## config.mk

```make
export PLATFORM = sky130hd
export DESIGN_NAME = ultrasonic_echo_ranger
export DESIGN_NICKNAME = d
export VERILOG_FILES = /design/src/uer_pkg.sv /design/src/uer_ctrl.sv /design/src/uer_out.sv /design/src/ultrasonic_echo_ranger.sv
export SDC_FILE = /design/constraint.sdc
export NUM_CORES = 1
export LEC_CHECK = 0
export ABC_CLOCK_PERIOD_IN_PS = 19200
export BUFFER_PORTS_ARGS = -buffer_cell sky130_fd_sc_hd__buf_2
export CAP_MARGIN = 20
export CORE_MARGIN = 2
export CORE_UTILIZATION = 55
export DETAILED_ROUTE_END_ITERATION = 16
export PLACE_DENSITY = 0.76
export REMOVE_ABC_BUFFERS = 1
export SKIP_CTS_REPAIR_TIMING = 1
export SLEW_MARGIN = 40
export SYNTH_ARGS = -nofsm -noshare
export SYNTH_HDL_FRONTEND = slang
export SYNTH_SLANG_ARGS = --single-unit
export TNS_END_PERCENT = 10
```

## constraint.sdc

```tcl
create_clock -name clk -period 19.2 [get_ports clk]
set_input_delay 2.88 -clock clk [delete_from_list [all_inputs] [get_ports clk]]
set_output_delay 2.88 -clock clk [all_outputs]
set_load 0.01 [all_outputs]
```

## src/uer_pkg.sv

```systemverilog
// ----------------------------------------------------------------------------
// uer_pkg
// Shared widths, register indexes, reset values and structs of the
// ultrasonic echo ranger.
// ----------------------------------------------------------------------------
package uer_pkg;

  // tick counter width, also the width of stamps and echo widths
  localparam int COUNT_BITS  = 20;
  localparam int PERIOD_BITS = 20;
  localparam int TIMEOUT_BITS = 20;
  localparam int TRIG_BITS   = 10;
  localparam int WIDTH_BITS  = 20;
  localparam int DIST_BITS   = 21;
  localparam int CFG_IDX_BITS  = 2;
  localparam int CFG_DATA_BITS = 20;

  localparam logic [COUNT_BITS-1:0] COUNT_MAX = {COUNT_BITS{1'b1}};

  localparam logic [PERIOD_BITS-1:0]  PERIOD_RST  = PERIOD_BITS'(100000);
  localparam logic [TIMEOUT_BITS-1:0] TIMEOUT_RST = TIMEOUT_BITS'(40000);
  localparam logic [TRIG_BITS-1:0]    TRIG_RST    = TRIG_BITS'(20);

  // distance = (w * 17) / 10 = (w * 17 * ceil(2^28 / 10)) >> 28, exact for
  // w * 17 below 2^26
  localparam int DIST_SHIFT = 28;
  localparam int DIST_RECIP = (1 << DIST_SHIFT) / 10 + 1;
  localparam int DIST_MUL_BITS = 29;
  localparam logic [DIST_MUL_BITS-1:0] DIST_MUL = DIST_MUL_BITS'(17 * DIST_RECIP);
  localparam int DIST_PROD_BITS = WIDTH_BITS + DIST_MUL_BITS;

  // configuration register indexes
  typedef enum logic [CFG_IDX_BITS-1:0] {
    CFG_TRIGGER_PERIOD = 2'd0,
    CFG_ECHO_TIMEOUT   = 2'd1,
    CFG_TRIGGER_WIDTH  = 2'd2
  } cfg_idx_t;

  typedef struct packed {
    logic [PERIOD_BITS-1:0]  trigger_period;
    logic [TIMEOUT_BITS-1:0] echo_timeout;
    logic [TRIG_BITS-1:0]    trigger_width;
  } uer_cfg_t;

  // per-tick status flags
  typedef struct packed {
    logic trig;
    logic busy;
    logic done;
    logic timeout;
  } uer_flags_t;

endpackage

```

## src/uer_ctrl.sv

```systemverilog
// ----------------------------------------------------------------------------
// uer_ctrl
// Measurement sequencer: tick count, trigger start, edge handling and
// timeout, one tick per step, with the per-tick result registered.
// ----------------------------------------------------------------------------
module uer_ctrl (
  input  logic                              clk,
  input  logic                              rst,
  input  logic                              step,
  input  logic                              level,
  input  uer_pkg::uer_cfg_t                 cfg,
  output uer_pkg::uer_flags_t               flags,
  output logic [uer_pkg::WIDTH_BITS-1:0]    width
);
  import uer_pkg::*;

  logic [COUNT_BITS-1:0] elapsed_count;
  logic [COUNT_BITS-1:0] elapsed_count_next;
  logic                  measuring;
  logic                  measuring_next;
  logic                  awaiting_fall;
  logic                  awaiting_fall_next;
  logic                  previous_echo;
  logic [COUNT_BITS-1:0] rise_stamp;
  logic [COUNT_BITS-1:0] rise_stamp_next;
  logic [COUNT_BITS-1:0] held_width;
  logic [COUNT_BITS-1:0] held_width_next;
  uer_flags_t            flags_next;

  logic                  start;
  logic                  meas0;
  logic                  await0;
  logic [COUNT_BITS-1:0] cnt0;
  logic                  rising;
  logic                  falling;
  logic                  set_rise;
  logic                  meas1;

  // one tick of the sequencer
  always_comb begin
    start    = !measuring && (elapsed_count >= COUNT_BITS'(cfg.trigger_period));
    meas0    = measuring || start;
    await0   = start ? 1'b0 : awaiting_fall;
    cnt0     = start ? '0 : elapsed_count;
    rising   = level && !previous_echo;
    falling  = !level && previous_echo;

    flags_next.trig = meas0 && (cnt0 < COUNT_BITS'(cfg.trigger_width));
    flags_next.done = meas0 && await0 && falling;
    set_rise        = meas0 && !await0 && rising;
    meas1           = meas0 && !flags_next.done;
    flags_next.timeout = meas1 && (cnt0 >= COUNT_BITS'(cfg.echo_timeout));
    measuring_next  = meas1 && !flags_next.timeout;
    flags_next.busy = measuring_next;

    if (!measuring_next) begin
      awaiting_fall_next = 1'b0;
    end else if (set_rise) begin
      awaiting_fall_next = 1'b1;
    end else begin
      awaiting_fall_next = await0;
    end

    rise_stamp_next    = set_rise ? cnt0 : rise_stamp;
    held_width_next    = flags_next.done ? (cnt0 - rise_stamp) : held_width;
    elapsed_count_next = (cnt0 != COUNT_MAX) ? (cnt0 + 1'b1) : cnt0;
  end

  // sequencer state
  always_ff @(posedge clk) begin
    if (rst) begin
      elapsed_count <= '0;
      measuring     <= 1'b0;
      awaiting_fall <= 1'b0;
      previous_echo <= 1'b0;
      rise_stamp    <= '0;
      held_width    <= '0;
    end else if (step) begin
      elapsed_count <= elapsed_count_next;
      measuring     <= measuring_next;
      awaiting_fall <= awaiting_fall_next;
      previous_echo <= level;
      rise_stamp    <= rise_stamp_next;
      held_width    <= held_width_next;
    end
  end

  // per-tick result register
  always_ff @(posedge clk) begin
    if (step) begin
      flags <= flags_next;
      width <= WIDTH_BITS'(held_width_next);
    end
  end

`ifndef SYNTHESIS
  a_idle_not_awaiting: assert property (@(posedge clk) disable iff (rst)
    !measuring |-> !awaiting_fall)
    else $error("awaiting fall while idle");

  a_stamp_le_count: assert property (@(posedge clk) disable iff (rst)
    awaiting_fall |-> (rise_stamp <= elapsed_count))
    else $error("rise stamp ahead of tick count");
`endif

endmodule

```

## src/uer_out.sv

```systemverilog
// ----------------------------------------------------------------------------
// uer_out
// Output stage: distance from the echo width by a constant multiply and
// the result register toward the consumer.
// ----------------------------------------------------------------------------
module uer_out (
  input  logic                              clk,
  input  logic                              rst,
  input  logic                              load,
  input  logic                              s1_valid,
  input  uer_pkg::uer_flags_t               s1_flags,
  input  logic [uer_pkg::WIDTH_BITS-1:0]    s1_width,
  output logic                              out_valid,
  output logic                              trigger_level,
  output logic                              busy_res,
  output logic                              measure_done,
  output logic                              no_echo,
  output logic [uer_pkg::WIDTH_BITS-1:0]    echo_width,
  output logic [uer_pkg::DIST_BITS-1:0]     distance_centi_cm
);
  import uer_pkg::*;

  logic [DIST_PROD_BITS-1:0] prod;
  logic [DIST_BITS-1:0]      distance;

  // width * 1.7 truncated, by reciprocal multiply
  always_comb begin
    prod     = DIST_PROD_BITS'(s1_width) * DIST_PROD_BITS'(DIST_MUL);
    distance = prod[DIST_SHIFT +: DIST_BITS];
  end

  always_ff @(posedge clk) begin
    if (rst) begin
      out_valid <= 1'b0;
    end else if (load) begin
      out_valid <= s1_valid;
    end
  end

  // result register
  always_ff @(posedge clk) begin
    if (load && s1_valid) begin
      trigger_level     <= s1_flags.trig;
      busy_res          <= s1_flags.busy;
      measure_done      <= s1_flags.done;
      no_echo           <= s1_flags.timeout;
      echo_width        <= s1_width;
      distance_centi_cm <= distance;
    end
  end

`ifndef SYNTHESIS
  a_done_excl: assert property (@(posedge clk) disable iff (rst)
    out_valid |-> !(measure_done && no_echo))
    else $error("done and no echo on the same tick");
`endif

endmodule

```

## src/ultrasonic_echo_ranger.sv

```systemverilog
// ----------------------------------------------------------------------------
// ultrasonic_echo_ranger
// Trigger generation and echo timing for an ultrasonic range sensor, one
// request per microsecond tick, one result per request.
// ----------------------------------------------------------------------------
//  channel   direction  handshake             payload
//  in        in         in_valid / in_stall   echo_level
//  out       out        out_valid / out_stall trigger_level, busy_res,
//                                             measure_done, no_echo,
//                                             echo_width, distance_centi_cm
//  cfg       in         cfg_valid / cfg_ready cfg_index, cfg_data
//
//  A request passes the input register, sequencer register and output
//  register in turn; one request is taken every cycle while in_stall is low.
//  The distance multiply sits alone between the sequencer and output registers.
//  Each stage fills while the one ahead holds, so a stall on out reaches
//  in_stall only when all three stages are full.
//  Synchronous reset loads the register defaults and idles the sequencer;
//  cfg_ready is always high.
// ----------------------------------------------------------------------------
module ultrasonic_echo_ranger (
  input  logic                                clk,
  input  logic                                rst,
  input  logic                                in_valid,
  output logic                                in_stall,
  input  logic                                echo_level,
  output logic                                out_valid,
  input  logic                                out_stall,
  output logic                                trigger_level,
  output logic                                busy_res,
  output logic                                measure_done,
  output logic                                no_echo,
  output logic [uer_pkg::WIDTH_BITS-1:0]      echo_width,
  output logic [uer_pkg::DIST_BITS-1:0]       distance_centi_cm,
  input  logic                                cfg_valid,
  output logic                                cfg_ready,
  input  logic [uer_pkg::CFG_IDX_BITS-1:0]    cfg_index,
  input  logic [uer_pkg::CFG_DATA_BITS-1:0]   cfg_data
);
  import uer_pkg::*;

  uer_cfg_t   cfg;
  logic       s0_valid;
  logic       s0_level;
  logic       s1_valid;
  uer_flags_t s1_flags;
  logic [WIDTH_BITS-1:0] s1_width;
  logic       en_out;
  logic       en_s1;
  logic       en_s0;
  logic       step;

  // stage enables, each stage loads when it is empty or the next one moves
  always_comb begin
    en_out   = !out_valid || !out_stall;
    en_s1    = !s1_valid || en_out;
    en_s0    = !s0_valid || en_s1;
    step     = s0_valid && en_s1;
    in_stall = !en_s0;
  end

  assign cfg_ready = 1'b1;

  // configuration registers
  always_ff @(posedge clk) begin
    if (rst) begin
      cfg.trigger_period <= PERIOD_RST;
      cfg.echo_timeout   <= TIMEOUT_RST;
      cfg.trigger_width  <= TRIG_RST;
    end else if (cfg_valid && cfg_ready) begin
      unique case (cfg_idx_t'(cfg_index))
        CFG_TRIGGER_PERIOD: cfg.trigger_period <= PERIOD_BITS'(cfg_data);
        CFG_ECHO_TIMEOUT:   cfg.echo_timeout   <= TIMEOUT_BITS'(cfg_data);
        CFG_TRIGGER_WIDTH:  cfg.trigger_width  <= cfg_data[TRIG_BITS-1:0];
        default: ;
      endcase
    end
  end

  // input register
  always_ff @(posedge clk) begin
    if (rst) begin
      s0_valid <= 1'b0;
    end else if (en_s0) begin
      s0_valid <= in_valid;
    end
  end

  always_ff @(posedge clk) begin
    if (en_s0 && in_valid) begin
      s0_level <= echo_level;
    end
  end

  // sequencer stage valid
  always_ff @(posedge clk) begin
    if (rst) begin
      s1_valid <= 1'b0;
    end else if (en_s1) begin
      s1_valid <= s0_valid;
    end
  end

  uer_ctrl u_ctrl (
    .clk   (clk),
    .rst   (rst),
    .step  (step),
    .level (s0_level),
    .cfg   (cfg),
    .flags (s1_flags),
    .width (s1_width)
  );

  uer_out u_out (
    .clk               (clk),
    .rst               (rst),
    .load              (en_out),
    .s1_valid          (s1_valid),
    .s1_flags          (s1_flags),
    .s1_width          (s1_width),
    .out_valid         (out_valid),
    .trigger_level     (trigger_level),
    .busy_res          (busy_res),
    .measure_done      (measure_done),
    .no_echo           (no_echo),
    .echo_width        (echo_width),
    .distance_centi_cm (distance_centi_cm)
  );

`ifndef SYNTHESIS
  a_stall_only_full: assert property (@(posedge clk) disable iff (rst)
    in_stall |-> (s0_valid && s1_valid && out_valid))
    else $error("input stalled with a free stage");

  a_s1_holds: assert property (@(posedge clk) disable iff (rst)
    (s1_valid && !en_s1) |=> (s1_valid && $stable(s1_flags) && $stable(s1_width)))
    else $error("sequencer result lost while output held");
`endif

endmodule
```

==> impl_metrics.csv, run 1 <==
group,metric,value,unit
outcome,status,"finished clean",
logic_synthesis,synthFlopType,"dfxtp_1",
clock_tree,htreeDepth,4,
floorplanning,die_w,183,microns
logic_synthesis,synth-edff-count,70,
hold_path,min_path_cells,0,
floorplanning,io_pins,76,
floorplanning,dieArea,33400,sq um
clock_tree,path_clk_slew,80,ps
route,met3_length,1650,microns
sta,finClkSkew,14.3,ps
critical_path,cp_top_family,"adder cells",
clock_tree,cts_buffers,17,
sta,max_slew_margin,47.2,%
logic_synthesis,yosysMostFrequentCell,"inv_1",
placement,place.gp.congestion,0.938,
logic_synthesis,synth_seq_cells,186,
logic_synthesis,synth_area_leader_cell,"fa_1",
logic_synthesis,syn_avg_cell_area,9.50,sq um
global_routing,overflow,0,
cells_and_area,n_antenna_cell,0,
critical_path,worstSetupEndpointType,"register",
placement,post_dp_cell_area,18300,sq um
clock_tree,clockBufferDepth,2,
logic_synthesis,synthTopCellsByArea,"fa_1, ha_1, dfxtp_1",
route,drtAntennaViolNets,0,
clock_tree,cts_tree,"built",
route,wl,41100,microns
sta,setup-violations-final,0,
sta,fmaxAchievable,0.137,GHz
global_routing,grt_first_pass_wirelength,67500,microns
sta,slew_viol_final,0,
sta,fin_crit,7310,ps
route,num_vias,12800,
logic_synthesis,yosys_warnings,0,
global_routing,grt_max_degree,92,
critical_path,crit_type,"reg -> reg",
critical_path,cp.arrival,7510,ps
sta,setup-tns-final,0,ps
clock_tree,insertion_delay,460,ps
logic_synthesis,yosys-top-cells-count,"inv_1, ha_1, nand2_1, fa_1, dfxtp_1",
floorplanning,rows,65,
route,wl_met1,17400,microns
cells_and_area,syn2layout_area_growth,8.03,%
critical_path,critPathMaxFanout,5,
floorplanning,start_util,55.8,%
floorplanning,coreArea,31500,sq um
critical_path,cp.depth,21,
route,first_pass_iters,5,
placement,hpwlAfterDp,33200,microns
critical_path,crit_path_top_delay_cell,"fa_1",
route,routedWlPerCell,17.7,microns
route,viasPerCell,5.53,
critical_path,cp_data_required_time,19400,ps
global_routing,grt.total_usage,25.8,%
floorplanning,die_h,183,microns
critical_path,cpPeakStageDelay,580,ps
sta,tightest_slew,786,ps
critical_path,path_cells,"ha_1 > ha_1 > or2_2 > inv_1 > fa_1 > fa_1 > fa_1 > inv_1 > fa_1 > inv_1 > fa_1 > inv_1 > ha_1 > nand4_1 > nor3_1 > a211oi_1 > o221ai_1 > a21oi_1 > o21ai_0 > a31oi_1 > o311a_1",
sta,fin_crit_sh,38.1,%
cells_and_area,finish.instance_area,19000,sq um
logic_synthesis,ys_seq_area_share,25.2,%
sta,rsz0062_at_grt,"no",
logic_synthesis,async_flop_share,0,%
cells_and_area,num-fill-cells,2705,
global_routing,antenna_found_initial,0,
logic_synthesis,syn_inst,1849,
critical_path,start_kind,"register",
cells_and_area,nNetsFinal,2380,
cells_and_area,drive_above_1_share,7.22,%
route,top_layer_used,"met4",
placement,io_buffers,74,
global_routing,grt_pass1_vias,13300,
job,timing.max_cap.violations,0,
clock_tree,cts_sinks,186,
logic_synthesis,synth_cell_types,70,
clock_tree,root_buffer,"clkbuf_16",
route,met2_length,21000,microns
route,drc,0,
hold_path,hold_class,"reg -> reg",
critical_path,cp_common_cell,"fa_1",
critical_path,worstRegToRegCells,21,
sta,final-hold-violation-count,0,
critical_path,path_buf_inv,4,
logic_synthesis,yosysTopAreaCellShare,20.5,%
logic_synthesis,syn_area,17600,sq um
route,drtIter0Drc,812,
## cells by family (layout without fill, tap and decap cells)
group           after synthesis  after routing  share of synthesized area, %
buf+inv                     402            465                          8.67
simple gates                446            446                          12.4
flops                       186            186                          25.2
xor+xnor                     47             47                          2.34
fa+ha+maj                   453            453                          39.9
other cells                   1              1                        0.0213
mux                          11             11                         0.634
compound gates              303            303                          10.9
## per-stage QoR
stage          setup WS [ps]  hold WS [ps]  utilization, %  cells
3_5_place_dp           11930           414            58.2   2282
6_report               11890           432            60.3   2314
2_1_floorplan          12500           400               -   1798
4_1_cts                11920           433            60.3   2314
3_3_place_gp           12080           410            58.2   2282
5_1_grt                11550           451            60.3   2314
## layout make-up
class / count / area, sq um / share of cell area [%]
clock buffer: 19 / 454 / 2.39
clock inverter: 13 / 200 / 1.05
inverter: 351 / 1320 / 6.94
multi-input combinational: 1261 / 11600 / 61.4
sequential: 186 / 4420 / 23.3
tap: 402 / 503 / 2.65
timing repair buffer: 82 / 437 / 2.30
## cells in the final DEF, fill, tap and decap left out, types with 6 or more instances in the layout
| master | netlist | routed |
|---|---|---|
| a211o_1 | 9 | 9 |
| a211oi_1 | 14 | 14 |
| a21o_1 | 30 | 30 |
| a21oi_1 | 114 | 114 |
| a31oi_1 | 7 | 7 |
| and3_1 | 31 | 31 |
| and4_1 | 6 | 6 |
| buf_2 | 5 | 73 |
| buf_4 | 2 | 8 |
| clkbuf_16 | 0 | 18 |
| dfxtp_1 | 116 | 116 |
| edfxtp_1 | 70 | 70 |
| fa_1 | 180 | 180 |
| ha_1 | 273 | 273 |
| inv_1 | 351 | 351 |
| mux2i_1 | 10 | 10 |
| nand2_1 | 193 | 193 |
| nand2b_1 | 14 | 14 |
| nand3_1 | 25 | 25 |
| nand3b_1 | 12 | 12 |
| nand4_1 | 13 | 13 |
| nor2_1 | 75 | 75 |
| nor2b_1 | 13 | 13 |
| nor3_1 | 20 | 19 |
| nor4b_1 | 6 | 6 |
| o211ai_1 | 7 | 7 |
| o21a_1 | 15 | 15 |
| o21ai_0 | 64 | 64 |
| o31ai_1 | 6 | 6 |
| or2_2 | 7 | 7 |
| xnor2_1 | 26 | 26 |
| xor2_1 | 21 | 21 |
## path summary, 6_finish.rpt
check,startpoint,end,slack (ps)
worst max-delay path,u_ctrl.width[6],u_out.distance_centi_cm[17],11890
worst max register to register,u_ctrl.width[6],u_out.distance_centi_cm[17],11890
worst min-delay path,u_ctrl.flags[2],u_out.busy_res,430
worst min register to register,u_ctrl.flags[2],u_out.busy_res,430
## metal layers
metal  vias up  global-route usage [%]
met2       311                    46.5
met1      6208                    32.4
li1       6223                       -
met5         -                       0
met4         0                    8.03
met3        63                    3.24
## registers in the layout (all words and copies together) (netlist names)
signal and flops:
cfg 50, u_out.distance_centi_cm 21, u_ctrl.elapsed_count 20, u_ctrl.held_width 20, u_ctrl.rise_stamp 20, u_ctrl.width 20, u_out.echo_width 20, u_ctrl.flags 4
s0_level 1, s0_valid 1, s1_valid 1, u_ctrl.awaiting_fall 1, u_ctrl.measuring 1, u_ctrl.previous_echo 1, u_out.busy_res 1, u_out.measure_done 1
u_out.no_echo 1, u_out.out_valid 1, u_out.trigger_level 1
Power of run 1 is left out: the tool's default activity adds up to more than one toggle a clock period on the data nets, which glitch-free logic cannot reach.
==> inputs of run 2 (changes only) <==
--- a/config.mk
+++ b/config.mk
@@ -5,13 +5,14 @@
 export SDC_FILE = /design/constraint.sdc
 export NUM_CORES = 1
 export LEC_CHECK = 0
-export ABC_CLOCK_PERIOD_IN_PS = 19200
+export ABC_AREA = 1
+export ABC_CLOCK_PERIOD_IN_PS = 6700
 export BUFFER_PORTS_ARGS = -buffer_cell sky130_fd_sc_hd__buf_2
 export CAP_MARGIN = 20
 export CORE_MARGIN = 2
 export CORE_UTILIZATION = 55
 export DETAILED_ROUTE_END_ITERATION = 16
-export PLACE_DENSITY = 0.76
+export PLACE_DENSITY = 0.79
 export REMOVE_ABC_BUFFERS = 1
 export SKIP_CTS_REPAIR_TIMING = 1
 export SLEW_MARGIN = 40
==> constraint.sdc (replaced) <==
create_clock -name clk -period 6.7 [get_ports clk]
set_input_delay 1.005 -clock clk [delete_from_list [all_inputs] [get_ports clk]]
set_output_delay 1.005 -clock clk [all_outputs]
set_load 0.01 [all_outputs]
==> run 2 against run 1 <==
  * First-iteration DRC count fell by 17%
  * Clock-buffer cell count fell by 2
  * Die area rose by 4.8%
  * Maximum frequency rose by 15%
  * Synthesized cell count rose by 18%
  * Register-to-register slack got worse by 12000 ps
  * Non-clock buffer count rose by 12
  * Via count rose by 13%
  * Design area rose by 5.1%
  * Clock skew rose by 2.9 ps
  * Utilization fell by 0.37 points
==> impl_metrics.csv, run 2 <==
group,metric,value,unit
logic_synthesis,synth-edff-count,70,
job,timing.max_cap.violations,0,
hold_path,hold_class,"reg -> reg",
logic_synthesis,synth_area_leader_cell,"fa_1",
floorplanning,io_pins,76,
clock_tree,insertion_delay,470,ps
critical_path,path_buf_inv,5,
route,drtAntennaViolNets,0,
floorplanning,dieArea,35000,sq um
cells_and_area,drive_above_1_share,7.86,%
logic_synthesis,synth_cell_types,51,
floorplanning,die_h,187,microns
critical_path,cp_common_cell,"fa_1",
route,drc,0,
critical_path,cp_data_required_time,6920,ps
logic_synthesis,yosys-top-cells-count,"inv_1, nand2_1, ha_1, fa_1, a21oi_1",
cells_and_area,finish.instance_area,19900,sq um
placement,dp_cells,2680,
route,routedWlPerCell,17.0,microns
sta,rsz0062_at_grt,"no",
logic_synthesis,syn_inst,2179,
critical_path,cpPeakStageDelay,580,ps
sta,slew_viol_final,0,
clock_tree,clockBufferDepth,2,
route,first_pass_iters,8,
outcome,status,"finished clean",
clock_tree,cts_tree,"built",
cells_and_area,instances_no_fill,2712,
route,drtIter0Drc,674,
sta,finClkSkew,17.2,ps
cells_and_area,n_antenna_cell,0,
route,num_vias,14400,
global_routing,grt_first_pass_wirelength,75100,microns
power_and_ir_drop,power,10.8,mW
sta,holdWs,425,ps
placement,place.gp.congestion,0.981,
critical_path,critPathMaxFanout,6,
cells_and_area,nNetsFinal,2732,
sta,fin_crit_sh,94.6,%
placement,pre_cts_slack,251,ps
sta,fmaxAchievable,0.158,GHz
global_routing,grt_max_degree,74,
logic_synthesis,synthFlopType,"dfxtp_1",
power_and_ir_drop,power.leakage,10.2,nW
clock_tree,path_clk_slew,70,ps
clock_tree,cts_buffers,17,
cells_and_area,final_common_cell,"inv_1",
global_routing,overflow,0,
clock_tree,cts_sinks,186,
critical_path,cp_top_family,"adder cells",
cells_and_area,final_util,59.9,%
cells_and_area,top_register,"cfg",
route,viasPerCell,5.32,
cells_and_area,syn2layout_area_growth,8.21,%
global_routing,antenna_found_initial,0,
logic_synthesis,syn_avg_cell_area,8.46,sq um
cells_and_area,reg.largest.list,"cfg: 50 flops, u_out.distance_centi_cm: 21 flops",
critical_path,path_cells,"inv_1 > ha_1 > fa_1 > inv_1 > fa_1 > inv_1 > fa_1 > inv_1 > fa_1 > fa_1 > fa_1 > ha_4 > nand2_1 > nor2_1 > inv_1 > nor4_1 > a21oi_1 > o21ai_1 > nand2_1 > nand3_1 > nand2_1",
critical_path,crit_type,"reg -> reg",
sta,fin_crit,6340,ps
sta,setup-violations-final,0,
logic_synthesis,yosys_warnings,0,
placement,io_buffers,74,
sta,fin_ws,363,ps
global_routing,grt.total_usage,27.3,%
logic_synthesis,ys_seq_area_share,24.0,%
placement,hpwlAfterDp,38500,microns
power_and_ir_drop,ir_drop,0.564,mV
sta,final-hold-violation-count,0,
floorplanning,start_util,55.4,%
logic_synthesis,yosysTopAreaCellShare,19.5,%
critical_path,crit_path_top_delay_cell,"fa_1",
logic_synthesis,synthTopCellsByArea,"fa_1, ha_1, dfxtp_1",
floorplanning,die_w,187,microns
sta,max_slew_margin,50.6,%
sta,setup-tns-final,0,ps
clock_tree,root_buffer,"clkbuf_16",
critical_path,cp.arrival,6550,ps
placement,post_dp_cell_area,19300,sq um
critical_path,start_kind,"register",
route,wl,46100,microns
sta,tightest_slew,741,ps
cells_and_area,final_cell_mix,"inv_1, nand2_1, ha_1, fa_1, a21oi_1",
logic_synthesis,async_flop_share,0,%
clock_tree,htreeDepth,4,
cells_and_area,largest_register_ff_count,50,
logic_synthesis,synth_seq_cells,186,
logic_synthesis,yosysMostFrequentCell,"inv_1",
power_and_ir_drop,power_density,541,nW/um^2
floorplanning,rows,67,
critical_path,worstSetupEndpointType,"register",
floorplanning,coreArea,33300,sq um
logic_synthesis,syn_area,18400,sq um
global_routing,grt_pass1_vias,15000,
==> run 2: cell types whose count changed in the layout (fill, tap and decap cells not counted), sizes merged, moves of 10 or more <==
cell,change
nor2b,-13
nand3b,-11
a21oi,+61
buf,+12
inv,+155
a21o,-23
nor2,+74
xnor2,-17
nand3,+51
o21ai,+73
nand2b,-14
nand2,+108
mux2i,-10
and3,-29
==> run 2: routing by layer <==
metal  wire length [microns]  share of wire [%]  track usage [%]
met5                       0                  0                0
met4                    2300                5.0             13.5
met3                    1480                3.2             3.53
met2                   24000                 52             51.5
met1                   18300                 40             30.1
==> run 2: worst paths after layout <==
path / from / end / slack (ps) / cells past startpoint
setup / recovery: u_ctrl.width[12] / u_out.distance_centi_cm[15] / 360 / 21
hold / removal: u_ctrl.flags[3] / u_out.trigger_level / 420 / 0
setup reg to reg: u_ctrl.width[12] / u_out.distance_centi_cm[15] / 360 / 21
hold reg to reg: u_ctrl.flags[3] / u_out.trigger_level / 420 / 0
==> run 2: logic make-up (layout without fill, tap and decap cells) <==
group	count (synthesis)	after routing	synth area share, %
adder cells (fa/ha/maj)	453	453	38.1
flip-flops	186	186	24.0
AO/OA/AOI/OAI	380	380	11.2
AND/OR/NAND/NOR	575	575	13.6
XOR/XNOR	36	36	1.71
buffers and inverters	548	633	11.4
other	1	1	0.0203
==> run 2: final cells by class <==
class | count | area (sq um)
Timing Repair Buffer | 94 | 524
Clock inverter | 15 | 138
Multi-Input combinational cell | 1445 | 12000
Fill cell | 2929 | 13300
Clock buffer | 17 | 425
Tap cell | 448 | 561
Sequential cell | 186 | 4420
Inverter | 507 | 1900
==> run 2: power by group <==
part	switching (mW)	internal (mW)	total, mW
Sequential	0.0308	1.51	1.54
Combinational	5.14	3.11	8.25
Clock	0.484	0.518	1.00
Power figures use the tool's default switching activity.
==> inputs of run 3 (changes only) <==
--- a/config.mk
+++ b/config.mk
@@ -12,7 +12,8 @@
 export CORE_MARGIN = 2
 export CORE_UTILIZATION = 55
 export DETAILED_ROUTE_END_ITERATION = 16
-export PLACE_DENSITY = 0.79
+export HOLD_SLACK_MARGIN = 0.1
+export PLACE_DENSITY = 0.75
 export REMOVE_ABC_BUFFERS = 1
 export SKIP_CTS_REPAIR_TIMING = 1
 export SLEW_MARGIN = 40
==> run 3 against run 2 <==
  * Hold slack lost 3.6 ps
  * Worst setup slack worse by 39 ps
  * Critical path depth rose by 2
==> impl_metrics.csv, run 3 (synthesis results as in run 2) <==
group,metric,value,unit
outcome,status,"finished clean",
critical_path,cp_data_required_time,6900,ps
route,routedWlPerCell,17.2,microns
sta,slew_viol_final,0,
critical_path,start_kind,"register",
power_and_ir_drop,pwr-share-comb,76.1,%
floorplanning,start_util,55.4,%
route,met3_length,1370,microns
clock_tree,cts_sinks,186,
power_and_ir_drop,p_clk_share,9.6,%
clock_tree,path_clk_slew,70,ps
power_and_ir_drop,ir_drop,0.509,mV
global_routing,grt_pass1_vias,14800,
critical_path,rr_startpoint,"u_ctrl.width[18]",
route,met2_length,24600,microns
hold_path,hold_class,"reg -> reg",
sta,tightest_slew,765,ps
route,viasPerCell,5.31,
cells_and_area,reg.largest.list,"cfg: 50 flops, u_out.distance_centi_cm: 21 flops",
route,drtIter0Drc,685,
floorplanning,rows,67,
critical_path,reg2reg_to,"u_out.distance_centi_cm[17]",
power_and_ir_drop,power,10.8,mW
clock_tree,insertion_delay,470,ps
clock_tree,root_buffer,"clkbuf_16",
cells_and_area,drive_above_1_share,8.03,%
cells_and_area,n_antenna_cell,0,
critical_path,crit_path_end,"u_out.distance_centi_cm[17]",
clock_tree,clockBufferDepth,2,
power_and_ir_drop,seqPwrFrac,14.3,%
route,top_layer_used,"met4",
critical_path,path_cells,"inv_1 > ha_1 > inv_1 > fa_1 > inv_1 > fa_1 > inv_1 > fa_1 > fa_1 > inv_1 > fa_1 > fa_1 > inv_1 > ha_1 > a21oi_1 > inv_1 > a31oi_1 > o21ai_0 > a21oi_1 > nand2_1 > a21oi_1 > o21ai_0 > xor2_1",
power_and_ir_drop,switchingPower,5.66,mW
placement,place.gp.congestion,0.979,
power_and_ir_drop,p_int,5.12,mW
floorplanning,dieArea,35000,sq um
cells_and_area,final_util,60.0,%
sta,rsz0062_at_grt,"no",
placement,hpwlAfterDp,39000,microns
clock_tree,cts_tree,"built",
global_routing,grt_max_degree,74,
route,wl,46600,microns
floorplanning,io_pins,76,
critical_path,worstRegToRegCells,23,
sta,finClkSkew,15.5,ps
route,drtAntennaViolNets,0,
critical_path,cpPeakStageDelay,540,ps
floorplanning,coreArea,33300,sq um
power_and_ir_drop,power_density,539,nW/um^2
global_routing,antenna_found_initial,0,
sta,setup-violations-final,0,
global_routing,grt.total_usage,27.6,%
critical_path,r2r_slack,320,ps
cells_and_area,largest_register_ff_count,50,
cells_and_area,final_cell_mix,"inv_1, nand2_1, ha_1, fa_1, a21oi_1",
sta,setup-tns-final,0,ps
cells_and_area,nNetsFinal,2734,
clock_tree,htreeDepth,4,
critical_path,cp.arrival,6570,ps
clock_tree,cts_buffers,17,
global_routing,grt_first_pass_wirelength,75700,microns
global_routing,overflow,0,
cells_and_area,top_register,"cfg",
route,drc,0,
job,timing.max_cap.violations,0,
power_and_ir_drop,power.leakage,10.2,nW
critical_path,crit_type,"reg -> reg",
critical_path,worstSetupEndpointType,"register",
placement,io_buffers,74,
critical_path,critPathMaxFanout,6,
route,num_vias,14400,
power_and_ir_drop,swShare,52.5,%
critical_path,cp_common_cell,"inv_1",
cells_and_area,final_common_cell,"inv_1",
sta,max_slew_margin,49.0,%
critical_path,crit_start,"u_ctrl.width[18]",
cells_and_area,syn2layout_area_growth,8.41,%
floorplanning,die_h,187,microns
floorplanning,die_w,187,microns
sta,fin_crit_sh,95.2,%
sta,final-hold-violation-count,0,
route,first_pass_iters,7,
route,wl_met1,18400,microns
critical_path,crit_path_top_delay_cell,"fa_1",
sta,fin_crit,6380,ps
sta,fmaxAchievable,0.157,GHz
-- run 3: changes by cell type in the layout (fill, tap and decap cells not counted), sizes merged --
| cell | before | now |
|---|---|---|
| buf | 94 | 96 |
| clkinv | 5 | 7 |
| clkinvlp | 3 | 4 |
| inv | 513 | 510 |
-- run 3: power by group through the flow --
| stage | Combinational (mW) | Clock [mW] | Sequential, mW |
|---|---|---|---|
| 2_1_floorplan | 5.91 | 0 | 1.60 |
| 3_3_place_gp | 7.91 | 0 | 1.57 |
| 3_5_place_dp | 7.97 | 0 | 1.57 |
| 4_1_cts | 8.06 | 1.05 | 1.54 |
| 5_1_grt | 9.41 | 1.09 | 1.55 |
| 6_report | 8.21 | 1.03 | 1.54 |
-- run 3: worst min-delay path by stage --
| stage | end | startpoint | cells past startpoint |
|---|---|---|---|
| after global routing | u_out.busy_res | u_ctrl.flags[2] | 0 |
| after detailed placement | u_out.measure_done | u_ctrl.flags[1] | 0 |
| final | u_out.trigger_level | u_ctrl.flags[3] | 0 |
| after CTS | u_out.trigger_level | u_ctrl.flags[3] | 0 |
| after global placement | u_out.busy_res | u_ctrl.flags[2] | 0 |
| after floorplan | u_out.busy_res | u_ctrl.flags[2] | 0 |
-- run 3: cell type report --
class / count / area, sq um
Timing Repair Buffer: 96 / 542
Inverter: 507 / 1900
Tap cell: 448 / 561
Sequential cell: 186 / 4420
Multi-Input combinational cell: 1445 / 12000
Clock buffer: 17 / 425
Clock inverter: 15 / 164
Fill cell: 2993 / 13300
-- run 3: critical path, delay by kind of cell, from the launching register on --
kind	cells	cell delay, ps
compound gates	6	1140
xor+xnor	1	160
fa+ha+maj	8	3640
buf+inv	7	510
flops	1	500
simple gates	1	140
-- run 3: stage by stage --
step / setup slack [ps] / hold WS, ps / cells / instance area (sq um)
after floorplan: 785 / 400 / 2138 / 18200
after global placement: 352 / 406 / 2679 / 19300
after detailed placement: 260 / 405 / 2682 / 19400
after CTS: 234 / 423 / 2714 / 19900
after global routing: 7.14 / 427 / 2714 / 20000
final: 324 / 421 / 2714 / 20000
-- run 3: per-layer routing --
metal / up-vias / track usage, %
li1: 7119 / -
met1: 6851 / 30.7
met2: 327 / 52.3
met3: 103 / 2.95
met4: 0 / 13.6
met5: - / 0
